## src/rtl/sha1md_pkg.sv

```systemverilog
`default_nettype none

package sha1md_pkg;

  // One 32-bit message word on its way from the front end to the compression core.
  // The last flag marks the final word of a padded message.
  typedef struct packed {
    logic [31:0] word;
    logic        last;
  } q_entry_t;

  localparam int unsigned WordsPerBlock  = 16;
  localparam int unsigned RoundsPerBlock = 80;
  localparam int unsigned DigestWords    = 5;

  localparam logic [7:0] PadMark = 8'h80;

  localparam logic [31:0] RoundK0 = 32'h5a827999;
  localparam logic [31:0] RoundK1 = 32'h6ed9eba1;
  localparam logic [31:0] RoundK2 = 32'h8f1bbcdc;
  localparam logic [31:0] RoundK3 = 32'hca62c1d6;

  localparam logic [31:0] InitChain [DigestWords] = '{
    32'h67452301, 32'hefcdab89, 32'h98badcfe, 32'h10325476, 32'hc3d2e1f0
  };

endpackage

`default_nettype wire

```

## src/rtl/sha1md_fifo.sv

```systemverilog
`default_nettype none

module sha1md_fifo #(
  parameter int unsigned Depth = 4
) (
  input  wire                   clk_i,
  input  wire                   rst_ni,
  input  wire                   push_i,
  input  sha1md_pkg::q_entry_t  entry_i,
  output logic                  full_o,
  input  wire                   pop_i,
  output sha1md_pkg::q_entry_t  entry_o,
  output logic                  empty_o
);
  import sha1md_pkg::*;

  localparam int unsigned PtrW = (Depth > 1) ? $clog2(Depth) : 1;
  localparam int unsigned CntW = $clog2(Depth + 1);
  localparam logic [PtrW-1:0] LastPtr = PtrW'(Depth - 1);
  localparam logic [CntW-1:0] FullCnt = CntW'(Depth);

  q_entry_t        mem_q [Depth];
  logic [PtrW-1:0] wr_q, rd_q;
  logic [CntW-1:0] cnt_q;
  logic            do_push, do_pop;

  assign full_o  = (cnt_q == FullCnt);
  assign empty_o = (cnt_q == '0);
  assign do_push = push_i && !full_o;
  assign do_pop  = pop_i && !empty_o;
  assign entry_o = mem_q[rd_q];

  always_ff @(posedge clk_i) begin
    if (do_push) begin
      mem_q[wr_q] <= entry_i;
    end
  end

  always_ff @(posedge clk_i or negedge rst_ni) begin
    if (!rst_ni) begin
      wr_q  <= '0;
      rd_q  <= '0;
      cnt_q <= '0;
    end else begin
      if (do_push) begin
        wr_q <= (wr_q == LastPtr) ? '0 : wr_q + 1'b1;
      end
      if (do_pop) begin
        rd_q <= (rd_q == LastPtr) ? '0 : rd_q + 1'b1;
      end
      case ({do_push, do_pop})
        2'b10:   cnt_q <= cnt_q + 1'b1;
        2'b01:   cnt_q <= cnt_q - 1'b1;
        default: cnt_q <= cnt_q;
      endcase
    end
  end

endmodule

`default_nettype wire

```

## src/rtl/sha1md_front.sv

```systemverilog
`default_nettype none

module sha1md_front (
  input  wire                   clk_i,
  input  wire                   rst_ni,
  input  wire  [7:0]            data_byte_i,
  input  wire                   has_byte_i,
  input  wire                   end_of_message_i,
  input  wire                   in_push_i,
  output logic                  in_full_o,
  output logic                  q_push_o,
  output sha1md_pkg::q_entry_t  q_entry_o,
  input  wire                   q_full_i
);
  import sha1md_pkg::*;

  typedef enum logic [1:0] {
    F_IDLE = 2'b01,
    F_PAD  = 2'b10
  } f_state_e;

  f_state_e    st_q, st_d;
  logic [63:0] cnt_q, cnt_d, cnt_inc, cnt_new;
  logic [23:0] acc_q, acc_d;
  logic [3:0]  pidx_q, pidx_d;
  logic        first_q, first_d;
  logic        extra_q, extra_d;
  logic [31:0] pad_word;
  logic [63:0] bit_len;
  logic        pad_last;

  assign cnt_inc = cnt_q + 64'd1;
  assign cnt_new = has_byte_i ? cnt_inc : cnt_q;
  assign bit_len = {cnt_q[60:0], 3'b000};

  // Only the most recent bytes of the partial word live in the low lanes of acc_q.
  always_comb begin
    case (cnt_q[1:0])
      2'd0:    pad_word = {PadMark, 24'h000000};
      2'd1:    pad_word = {acc_q[7:0], PadMark, 16'h0000};
      2'd2:    pad_word = {acc_q[15:0], PadMark, 8'h00};
      default: pad_word = {acc_q, PadMark};
    endcase
  end

  assign pad_last = !first_q && !extra_q && (pidx_q == 4'd15);

  always_comb begin
    st_d      = st_q;
    cnt_d     = cnt_q;
    acc_d     = acc_q;
    pidx_d    = pidx_q;
    first_d   = first_q;
    extra_d   = extra_q;
    q_push_o  = 1'b0;
    q_entry_o = '{word: {acc_q, data_byte_i}, last: 1'b0};
    in_full_o = (st_q != F_IDLE) || q_full_i;
    unique case (st_q)
      F_IDLE: begin
        if (in_push_i && !in_full_o) begin
          if (has_byte_i) begin
            acc_d = {acc_q[15:0], data_byte_i};
            cnt_d = cnt_inc;
            if (cnt_q[1:0] == 2'd3) begin
              q_push_o = 1'b1;
            end
          end
          if (end_of_message_i) begin
            st_d    = F_PAD;
            pidx_d  = cnt_new[5:2];
            first_d = 1'b1;
            // With fewer than nine bytes of room left, the length goes in an extra block.
            extra_d = (cnt_new[5:3] == 3'b111);
          end
        end
      end
      F_PAD: begin
        if (first_q) begin
          q_entry_o.word = pad_word;
        end else if (extra_q || (pidx_q < 4'd14)) begin
          q_entry_o.word = 32'h0;
        end else if (pidx_q == 4'd14) begin
          q_entry_o.word = bit_len[63:32];
        end else begin
          q_entry_o.word = bit_len[31:0];
        end
        q_entry_o.last = pad_last;
        if (!q_full_i) begin
          q_push_o = 1'b1;
          first_d  = 1'b0;
          pidx_d   = pidx_q + 4'd1;
          if (pidx_q == 4'd15) begin
            extra_d = 1'b0;
          end
          if (pad_last) begin
            st_d  = F_IDLE;
            cnt_d = '0;
          end
        end
      end
      default: st_d = F_IDLE;
    endcase
  end

  always_ff @(posedge clk_i or negedge rst_ni) begin
    if (!rst_ni) begin
      st_q    <= F_IDLE;
      cnt_q   <= '0;
      pidx_q  <= '0;
      first_q <= 1'b0;
      extra_q <= 1'b0;
    end else begin
      st_q    <= st_d;
      cnt_q   <= cnt_d;
      pidx_q  <= pidx_d;
      first_q <= first_d;
      extra_q <= extra_d;
    end
  end

  always_ff @(posedge clk_i) begin
    acc_q <= acc_d;
  end

endmodule

`default_nettype wire

```

## src/rtl/sha1md_core.sv

```systemverilog
`default_nettype none

module sha1md_core (
  input  wire                   clk_i,
  input  wire                   rst_ni,
  input  sha1md_pkg::q_entry_t  q_entry_i,
  input  wire                   q_empty_i,
  output logic                  q_pop_o,
  output logic [31:0]           digest_word_o,
  output logic                  last_word_o,
  output logic                  out_empty_o,
  input  wire                   out_pop_i
);
  import sha1md_pkg::*;

  typedef enum logic [1:0] {
    B_ROUND = 2'b01,
    B_ADD   = 2'b10
  } b_state_e;

  localparam logic [6:0] LastRound = 7'(RoundsPerBlock - 1);
  localparam logic [6:0] LastLoad  = 7'(WordsPerBlock - 1);
  localparam logic [6:0] FirstSchd = 7'(WordsPerBlock);
  localparam logic [2:0] AllWords  = 3'(DigestWords);

  b_state_e    st_q;
  logic [6:0]  t_q;
  logic [31:0] a_q, b_q, c_q, d_q, e_q;
  logic [31:0] cv_q  [DigestWords];
  logic [31:0] nv    [DigestWords];
  logic [31:0] dig_q [DigestWords];
  logic [31:0] win_q [WordsPerBlock];
  logic        fin_q;
  logic [2:0]  left_q;
  logic [31:0] w_mix, w_new, f_val, k_val, temp;
  logic        step, hold, out_take;

  assign w_mix = win_q[13] ^ win_q[8] ^ win_q[2] ^ win_q[0];
  assign w_new = (t_q < FirstSchd) ? q_entry_i.word : {w_mix[30:0], w_mix[31]};

  always_comb begin
    if (t_q < 7'd20) begin
      f_val = (b_q & c_q) | (~b_q & d_q);
      k_val = RoundK0;
    end else if (t_q < 7'd40) begin
      f_val = b_q ^ c_q ^ d_q;
      k_val = RoundK1;
    end else if (t_q < 7'd60) begin
      f_val = (b_q & c_q) | (b_q & d_q) | (c_q & d_q);
      k_val = RoundK2;
    end else begin
      f_val = b_q ^ c_q ^ d_q;
      k_val = RoundK3;
    end
  end

  assign temp = {a_q[26:0], a_q[31:27]} + f_val + e_q + k_val + w_new;

  // The first sixteen rounds take their word straight from the queue head.
  assign step    = (st_q == B_ROUND) && ((t_q >= FirstSchd) || !q_empty_i);
  assign q_pop_o = (st_q == B_ROUND) && (t_q < FirstSchd) && !q_empty_i;
  assign hold    = fin_q && (left_q != 3'd0);

  assign nv[0] = cv_q[0] + a_q;
  assign nv[1] = cv_q[1] + b_q;
  assign nv[2] = cv_q[2] + c_q;
  assign nv[3] = cv_q[3] + d_q;
  assign nv[4] = cv_q[4] + e_q;

  assign out_empty_o   = (left_q == 3'd0);
  assign out_take      = out_pop_i && !out_empty_o;
  assign digest_word_o = dig_q[0];
  assign last_word_o   = (left_q == 3'd1);

  always_ff @(posedge clk_i or negedge rst_ni) begin
    if (!rst_ni) begin
      st_q   <= B_ROUND;
      t_q    <= '0;
      fin_q  <= 1'b0;
      left_q <= '0;
      a_q    <= InitChain[0];
      b_q    <= InitChain[1];
      c_q    <= InitChain[2];
      d_q    <= InitChain[3];
      e_q    <= InitChain[4];
      for (int i = 0; i < DigestWords; i++) begin
        cv_q[i] <= InitChain[i];
      end
    end else begin
      if (out_take) begin
        left_q <= left_q - 3'd1;
      end
      unique case (st_q)
        B_ROUND: begin
          if (step) begin
            a_q <= temp;
            b_q <= a_q;
            c_q <= {b_q[1:0], b_q[31:2]};
            d_q <= c_q;
            e_q <= d_q;
            if (t_q == LastLoad) begin
              fin_q <= q_entry_i.last;
            end
            if (t_q == LastRound) begin
              st_q <= B_ADD;
            end else begin
              t_q <= t_q + 7'd1;
            end
          end
        end
        B_ADD: begin
          if (!hold) begin
            if (fin_q) begin
              left_q <= AllWords;
              a_q    <= InitChain[0];
              b_q    <= InitChain[1];
              c_q    <= InitChain[2];
              d_q    <= InitChain[3];
              e_q    <= InitChain[4];
              for (int i = 0; i < DigestWords; i++) begin
                cv_q[i] <= InitChain[i];
              end
            end else begin
              a_q <= nv[0];
              b_q <= nv[1];
              c_q <= nv[2];
              d_q <= nv[3];
              e_q <= nv[4];
              for (int i = 0; i < DigestWords; i++) begin
                cv_q[i] <= nv[i];
              end
            end
            st_q <= B_ROUND;
            t_q  <= '0;
          end
        end
        default: st_q <= B_ROUND;
      endcase
    end
  end

  always_ff @(posedge clk_i) begin
    if (step) begin
      for (int i = 0; i < WordsPerBlock - 1; i++) begin
        win_q[i] <= win_q[i+1];
      end
      win_q[WordsPerBlock-1] <= w_new;
    end
    if ((st_q == B_ADD) && !hold && fin_q) begin
      for (int i = 0; i < DigestWords; i++) begin
        dig_q[i] <= nv[i];
      end
    end else if (out_take) begin
      for (int i = 0; i < DigestWords - 1; i++) begin
        dig_q[i] <= dig_q[i+1];
      end
    end
  end

  // A padded message must end exactly on a block boundary.
  assert property (@(posedge clk_i) disable iff (!rst_ni)
    (q_pop_o && q_entry_i.last) |-> (t_q == LastLoad))
    else $error("message end word popped off a block boundary");

  assert property (@(posedge clk_i) disable iff (!rst_ni)
    ((st_q == B_ADD) && hold) |=> (st_q == B_ADD))
    else $error("final block completed while the previous digest was still pending");

  assert property (@(posedge clk_i) disable iff (!rst_ni)
    ((st_q == B_ADD) && !hold) |=> ((st_q == B_ROUND) && (t_q == 7'd0)))
    else $error("round counter not restarted after chaining update");

  assert property (@(posedge clk_i) disable iff (!rst_ni)
    ((st_q == B_ADD) && !hold && fin_q) |=> (left_q == AllWords))
    else $error("digest not presented after final block");

endmodule

`default_nettype wire

```

## src/rtl/sha1_message_digest_unit.sv

```systemverilog
`default_nettype none

// Channel  | Direction | Handshake           | Payload
// ---------+-----------+---------------------+-------------------------------------
// message  | in        | push / full         | data_byte_i, has_byte_i, end_of_message_i
// digest   | out       | empty / pop         | digest_word_o, last_word_o
//
// A byte is taken whenever the queue has room and no padding is being pushed; each
// 64-byte block takes the core through 16 rounds fed from the queue, 64 schedule rounds
// and one chaining add. The default four-entry queue holds only 16 bytes while the core
// runs its schedule rounds and chaining add without a pop, so long messages stall the input.
// An end item blocks input while its 3 to 18 padding words are pushed, one per free slot.
// Reset restores the initial chaining value and a zero byte count; there is no clearing pass.
// A pending digest stalls only the last block of the next message.

module sha1_message_digest_unit #(
  parameter int unsigned QueueDepth = 4
) (
  input  wire         clk_i,
  input  wire         rst_ni,
  input  wire  [7:0]  data_byte_i,
  input  wire         has_byte_i,
  input  wire         end_of_message_i,
  input  wire         push,
  output logic        full,
  output logic [31:0] digest_word_o,
  output logic        last_word_o,
  output logic        empty,
  input  wire         pop
);
  import sha1md_pkg::*;

  q_entry_t fq_in, fq_out;
  logic     fq_push, fq_full, fq_pop, fq_empty;

  sha1md_front u_front (
    .clk_i            (clk_i),
    .rst_ni           (rst_ni),
    .data_byte_i      (data_byte_i),
    .has_byte_i       (has_byte_i),
    .end_of_message_i (end_of_message_i),
    .in_push_i        (push),
    .in_full_o        (full),
    .q_push_o         (fq_push),
    .q_entry_o        (fq_in),
    .q_full_i         (fq_full)
  );

  sha1md_fifo #(
    .Depth (QueueDepth)
  ) u_fifo (
    .clk_i   (clk_i),
    .rst_ni  (rst_ni),
    .push_i  (fq_push),
    .entry_i (fq_in),
    .full_o  (fq_full),
    .pop_i   (fq_pop),
    .entry_o (fq_out),
    .empty_o (fq_empty)
  );

  sha1md_core u_core (
    .clk_i         (clk_i),
    .rst_ni        (rst_ni),
    .q_entry_i     (fq_out),
    .q_empty_i     (fq_empty),
    .q_pop_o       (fq_pop),
    .digest_word_o (digest_word_o),
    .last_word_o   (last_word_o),
    .out_empty_o   (empty),
    .out_pop_i     (pop)
  );

endmodule

`default_nettype wire

```

## config.mk

```make
export PLATFORM = sky130hd
export DESIGN_NAME = sha1_message_digest_unit
export DESIGN_NICKNAME = d
export VERILOG_FILES = /design/src/rtl/sha1md_pkg.sv /design/src/rtl/sha1md_fifo.sv /design/src/rtl/sha1md_front.sv /design/src/rtl/sha1md_core.sv /design/src/rtl/sha1_message_digest_unit.sv
export SDC_FILE = /design/constraint.sdc
export NUM_CORES = 2
export LEC_CHECK = 0
export BUFFER_PORTS_ARGS = -buffer_cell sky130_fd_sc_hd__buf_2
export CAP_MARGIN = 20
export CELL_PAD_IN_SITES_DETAIL_PLACEMENT = 2
export CELL_PAD_IN_SITES_GLOBAL_PLACEMENT = 2
export CORE_MARGIN = 2
export CORE_UTILIZATION = 48
export DETAILED_ROUTE_END_ITERATION = 10
export PLACE_DENSITY_LB_ADDON = 0.1
export SLEW_MARGIN = 40
export SYNTH_ARGS = -nofsm -noshare
export SYNTH_HDL_FRONTEND = slang
export SYNTH_HIERARCHICAL = 1
export SYNTH_SLANG_ARGS = --single-unit
```

## constraint.sdc

```tcl
create_clock -name clk_i -period 48.5 [get_ports clk_i]
set_input_delay 7.275 -clock clk_i [delete_from_list [all_inputs] [get_ports clk_i]]
set_output_delay 7.275 -clock clk_i [all_outputs]
set_load 0.02 [all_outputs]
```

* Word level (Yosys, flattened, before mapping)
Memories as Yosys holds them, arrays and structs flattened.
Index checks and enable logic that the tools add are counted.
** Cells by class
- Bitwise logic cells :: 18
- Multiplexer cells :: 89
- Add/subtract/negate cells :: 17
- Eq/ne operators :: 29
- Reductions and logical operators :: 40
- Magnitude comparators :: 6
** Operators by type and width (number)
- 32-bit two-way mux :: 28
- 32-bit case mux with 2 select lines :: 5
- 32-bit adder :: 9
- 64-bit two-way mux :: 4
- 160-bit two-way mux :: 1
- 32-bit bitwise XOR :: 5
- 32-bit AND :: 4
- 64-bit case mux with 2 select lines :: 1
- 32-bit bitwise OR :: 3
- 32-bit case mux with 3 select lines :: 1
- 64-bit by 1-bit adder with 64-bit output (second input constant) :: 1
- 33-bit two-way mux :: 1
- 32-bit NOT :: 1
- 31-bit two-way mux :: 1
- 7-bit two-way mux :: 3
- 1-bit two-way mux :: 20
- 2-bit two-way mux :: 9
- 4-bit AND reduction :: 4
- 2-bit equality test (second input constant) :: 7
- 7-bit by 5-bit < comparator with 1-bit output (second input constant) :: 2
- 7-bit by 6-bit < comparator with 1-bit output (second input constant) :: 2
- 7-bit case mux with 2 select lines :: 1
- 1-bit logical AND :: 12
- 3-bit two-way mux :: 4
- other kinds (31) :: 70
** Storage, ports and cells
- Word-level logic and storage cells :: 226
- Register bits :: 436
- Memory bits (writable) :: 804
- Memories kept :: 3
** Memory list
- u_core.win_q :: words 16, width 32, rd ports 16, clocked after Yosys merged registers in 0, write ports 16, line sha1md_core.sv:32 : logic [31:0] win_q [WordsPerBlock];
- u_core.dig_q :: words 5, width 32, rd ports 5, clocked after Yosys merged registers in 0, write ports 5, line sha1md_core.sv:31 : logic [31:0] dig_q [DigestWords];
- u_fifo.mem_q :: words 4, width 33, rd ports 1, clocked after Yosys merged registers in 0, write ports 1, line sha1md_fifo.sv:22 : q_entry_t mem_q [Depth];

* Depth between registers and ports, before layout
- Depth after elaboration :: 12
- Mapped depth :: 25

* Modules after synthesis
Netlist, hierarchy kept.
** By module, submodules not included
- sha1md_core :: cells each 4236, area an instance 49525.0 µm², seq. area each 28713.8 µm², instances 1
- sha1md_front :: cells each 689, area an instance 5880.6 µm², seq. area each 2448.6 µm², instances 1
- sha1md_fifo :: cells each 213, area an instance 5263.8 µm², seq. area each 4139.0 µm², instances 1

* Worst setup path before layout
No wires, ideal clock.
- Kind :: register to register
- Start point :: reg u_core.t_q[5]
- End point :: mem u_core.win_q[0][0], enable pin
- Period minus slack after synthesis :: 16323 ps
- Buffers on the path :: 3
- Setup slack :: 32177 ps
- Data required time :: 47423 ps
- Arrival :: 15247 ps
- Stages on the path, launching flop included :: 7
- Path through :: dfrtp_1 clkbuf_1 nor3_1 a21o_1 inv_2 clkbuf_1 clkbuf_1
** RTL lines
- start: declaration :: line sha1md_core.sv:27 : logic [6:0] t_q;
- start signal: assignment :: line sha1md_core.sv:107 : t_q <= t_q + 7'd1;
- end: declaration :: line sha1md_core.sv:32

* Worst setup path in the final report
- Start point :: reg u_core.left_q[0]
- End point :: out empty
** On the way
- Longest elaborated chain between the ends :: 1
** RTL lines
- start: declaration :: line sha1md_core.sv:34 : logic [2:0] left_q;
- start signal: assignment :: line sha1md_core.sv:91 : left_q <= left_q - 3'd1;
- start signal: assignment :: line sha1md_core.sv:114 : left_q <= AllWords;
- 3-bit logical NOT :: line sha1md_core.sv:70 : assign out_empty_o = (left_q == 3'd0);
- end: declaration :: line sha1_message_digest_unit.sv:28 : output logic empty,
Every way passes these cells.

==> summary.md <==
The logs give 0 for the number of pins with negative max-slew slack in the final report and 252 mm for the routed wire length. The detailed router finished its first iteration with 5175 violations. Final setup violation count: 0.

The worst flop-to-flop path startpoint was u_core/t_q[4]. After synthesis, the cell types taking the most area are sky130_fd_sc_hd__edfxtp_1, sky130_fd_sc_hd__dfrtp_1, sky130_fd_sc_hd__dfstp_2. The basic-gate share of the synthesized area counting and, or, nand and nor cells was 0.113. The nature of the critical path startpoint was a register. The net count of the finished layout is 5498.

The library cell used as clock root buffer is sky130_fd_sc_hd__clkbuf_16. Setup repair after global routing left no endpoint under its margin. Yosys instantiated no cell more often than sky130_fd_sc_hd__edfxtp_1.

In the final routed layout, each cell accounts on average for 36.4 um. The total via count after detailed routing was 45900; the number of enable flip-flop cells after synthesis was 828. The number of vias per cell after detailed routing was 6.64.

Before CTS, the worst setup slack after placement is 38.59 ns. Launch point of the worst path: u_core/left_q[0]. During synthesis, Yosys emitted a total of 6 warnings. The hold violation total from the final report came out at 0. The longest clock path from root to sink contains 3 buffers.

The overall routing resource usage was 0.380; the total congestion overflow was 0. After clock tree synthesis, the clock-pin slew on the worst setup and hold paths is 0.07 ns. The area growth from synthesis to layout is 11.2%. The count of buffers from port buffering was 48; the first-pass GRT wire length was 358 mm. The area share of the leading cell type in the synthesized netlist is 0.410, and the share of the synthesized netlist area taken by xor and xnor gates is 0.0404. After legalization and detailed placement, the total HPWL measured 160 mm. In this run the standard cell core region covers 126000 sq um. Once the clock tree was built, the setup fixing pass inserted 0 buffers. The run gives 0 as the number of antenna-violating nets in the routed design. The total clock buffers created by CTS was 140; the worst clock skew was 0.0616 ns. For this run, the leading register cell type out of synthesis is sky130_fd_sc_hd__edfxtp_1.

For the number of gates resized after CTS, the log shows 0. Routability-driven placement finished with a final weighted congestion of 0.890. In the final timing run, aggregate negative setup slack is 0 ns.

Counting cells, the worst reg-to-reg path comes to 23. In this run the most critical hold path is launched from u_core/win_q[0][161]. The final worst slack was 38.73 ns; the area of the die was 129000 sq um. Cell taking the most area after synthesis: sky130_fd_sc_hd__edfxtp_1.

The worst setup path is of the register to output port kind. Critical path endpoint category: an output port. The flow ran to the end, and the final reports show no timing, DRC or antenna violations. The logs give 49600 for the number of global-route vias before repair and 0.483 for the effective utilization at floorplan.

After filler insertion, the fill cell instance count of the layout stands at 11900. The fraction of registers with async set/reset was 0.331. The area fraction in compound gates after synthesis works out to 0.120. The share of the cycle needed by the critical path after routing came out at 0.202. The transition time at the pin with the least slew margin was 0.927 ns. Counting every sink on the clock net gives 1237. The average instance in the mapped netlist occupies 11.8 sq um. Max-cap violations in this run came to 0.

Counting every instance in the synthesized netlist gives 5138. Static timing analysis puts the maximum clock frequency at 0.102 GHz. At the worst endpoint, the required time is 41.23 ns. After synthesis the cells add up to 60700 sq um.

Of all nets on the critical path, the largest fanout is 4. The post-synthesis sequential area ratio was 0.582. The area share of fa/ha/maj cells after synthesis is 0.0851, and the layout cell share with drive strength beyond 1 is 0.112. The first TritonRoute pass finished after 6 iterations. For the worst setup path, the data arrival time is 2.50 ns. The hold path depth is 0.

The top-level I/O count was 49. TritonCTS built the clock tree. The relative slew slack was 0.379; the floorplan row count was 130. The share of synthesized area spent on multiplexers was 0.0233. The tightest min-delay check is of the register to register type. After synthesis, the largest family of logic cells by area is compound AO/OA/AOI/OAI gates. The time the worst path needs with I/O delays and setup came out at 9.77 ns. The width of the chip was 360 um.

The commonest cells after synthesis are sky130_fd_sc_hd__edfxtp_1, sky130_fd_sc_hd__nand2_1, sky130_fd_sc_hd__nor2_1. The floorplan step set the die height to 360 um. The H-tree generated during clock tree synthesis spans 4 levels. The count of unresolved DRC violations after routing is 0, and the pin count of the biggest net entering global routing is 117. The logs give 13 for the initial antenna violation count and 0 for the count of hold buffers inserted by post-cts repair. The distinct cell type count of the synthesized netlist was 92; the number of synthesized register bits was 1237. The logs give 5489 for the synthesized net count and 0.82 ns for the insertion delay of the later-clocked pin in the worst-skew pair.
-- worst paths after layout --
kind | to | slack [ns]
max | empty | 38.73
min | u_core/win_q[0][129] | 0.40
max reg2reg | u_core/a_q[23] | 40.23
min reg2reg | u_core/win_q[0][129] | 0.40
max in group asynchronous | u_core/cv_q[120] | 39.98
min in group asynchronous | u_front/cnt_q[7] | 6.35
-- logic make-up (layout without fill, tap and decap cells) --
group	count (synthesis)	in the layout
and+or+nand+nor	1562	1562
DFF	1237	1237
AOI/OAI and AO/OA	1095	1095
adders and majority gates	337	337
xor gates and xnor gates	280	280
other	0	3
muxes	97	97
buffers and inverters	530	659
-- sequential cells by signal (all words and copies together), names as in the netlist, 3 cells and up --
register,flops
u_front/pidx_q,4
u_core/c_q,32
u_core/win_q,512
u_core/cv_q,160
u_fifo/mem_q,132
u_front/cnt_q,61
u_front/acc_q,24
u_core/e_q,32
u_core/a_q,32
u_fifo/cnt_q,3
u_core/d_q,32
u_core/left_q,3
u_core/t_q,7
u_core/dig_q,160
u_core/b_q,32
-- critical path, cell delays in order, from the launching register on --
cell                       delay (ns)
sky130_fd_sc_hd__dfrtp_1         0.42
sky130_fd_sc_hd__inv_1           0.10
sky130_fd_sc_hd__ha_1            0.16
sky130_fd_sc_hd__nand2b_1        0.27
sky130_fd_sc_hd__inv_1           0.47
sky130_fd_sc_hd__buf_2           0.26
-- routing by layer --
metal  global-route usage  up-vias  routed length (um)  share of wire
met5                    0        -                  47        0.00019
met3               0.0769      957               19700          0.078
met2                0.620     2590              119000           0.47
li1                     -    18500                   -              -
met1                0.458    23900               92800           0.37
met4                0.251        8               20400          0.081
-- cell type report --
| class | count | area (sq um) | area share |
|---|---|---|---|
| flip-flops and latches | 1237 | 35300 | 0.523 |
| multi-input cells | 3371 | 23300 | 0.346 |
| clock buffers | 197 | 4030 | 0.0598 |
| well taps | 1650 | 2060 | 0.0306 |
| inverters | 284 | 1070 | 0.0159 |
| repair buffers | 113 | 953 | 0.0141 |
| clock inverters | 65 | 687 | 0.0102 |
| diodes | 3 | 7.51 | 0.000111 |
-- metrics by stage --
stage	hold WS [ns]	cells	util	cell area, sq um
floorplan	0.400	5138	-	60700
global placement	0.400	6647	0.497	62400
detailed placement	0.405	6653	0.499	62600
CTS	0.403	6915	0.536	67300
global route	0.415	6917	0.537	67400
finish	0.405	6920	0.537	67400
-- placed cells by master, fill, tap and decap left out, types with 25 or more instances in the layout --
cell | netlist | layout
sky130_fd_sc_hd__ha_1 | 211 | 211
sky130_fd_sc_hd__o31ai_1 | 58 | 58
sky130_fd_sc_hd__edfxtp_1 | 828 | 828
sky130_fd_sc_hd__nor2_1 | 425 | 420
sky130_fd_sc_hd__mux4_2 | 28 | 28
sky130_fd_sc_hd__clkbuf_1 | 164 | 29
sky130_fd_sc_hd__mux2i_1 | 53 | 53
sky130_fd_sc_hd__dfrtp_1 | 247 | 245
sky130_fd_sc_hd__a21o_1 | 96 | 96
sky130_fd_sc_hd__xnor2_1 | 215 | 215
sky130_fd_sc_hd__and2_1 | 27 | 25
sky130_fd_sc_hd__nand2_1 | 725 | 721
sky130_fd_sc_hd__a221o_1 | 40 | 40
sky130_fd_sc_hd__a22o_1 | 45 | 45
sky130_fd_sc_hd__clkbuf_8 | 0 | 27
sky130_fd_sc_hd__fa_1 | 126 | 126
sky130_fd_sc_hd__nand3_1 | 90 | 89
sky130_fd_sc_hd__a31oi_1 | 38 | 38
sky130_fd_sc_hd__a21oi_1 | 264 | 263
sky130_fd_sc_hd__o21a_1 | 60 | 60
sky130_fd_sc_hd__a221oi_1 | 35 | 34
sky130_fd_sc_hd__a211oi_1 | 33 | 32
sky130_fd_sc_hd__nor3_1 | 48 | 47
sky130_fd_sc_hd__clkbuf_16 | 0 | 143
sky130_fd_sc_hd__o21ai_0 | 187 | 187
sky130_fd_sc_hd__nand2b_1 | 34 | 32
sky130_fd_sc_hd__and3_1 | 33 | 32
sky130_fd_sc_hd__buf_4 | 34 | 42
sky130_fd_sc_hd__o211ai_1 | 27 | 27
sky130_fd_sc_hd__nand4_1 | 50 | 50
sky130_fd_sc_hd__xor2_1 | 65 | 65
sky130_fd_sc_hd__or4_1 | 26 | 26
sky130_fd_sc_hd__inv_1 | 280 | 280
sky130_fd_sc_hd__dfstp_2 | 162 | 162
sky130_fd_sc_hd__o21ai_1 | 49 | 49
sky130_fd_sc_hd__buf_2 | 14 | 47
Power is left out: the tool's default activity adds up to more than one toggle a clock period on the data nets, which glitch-free logic cannot reach.
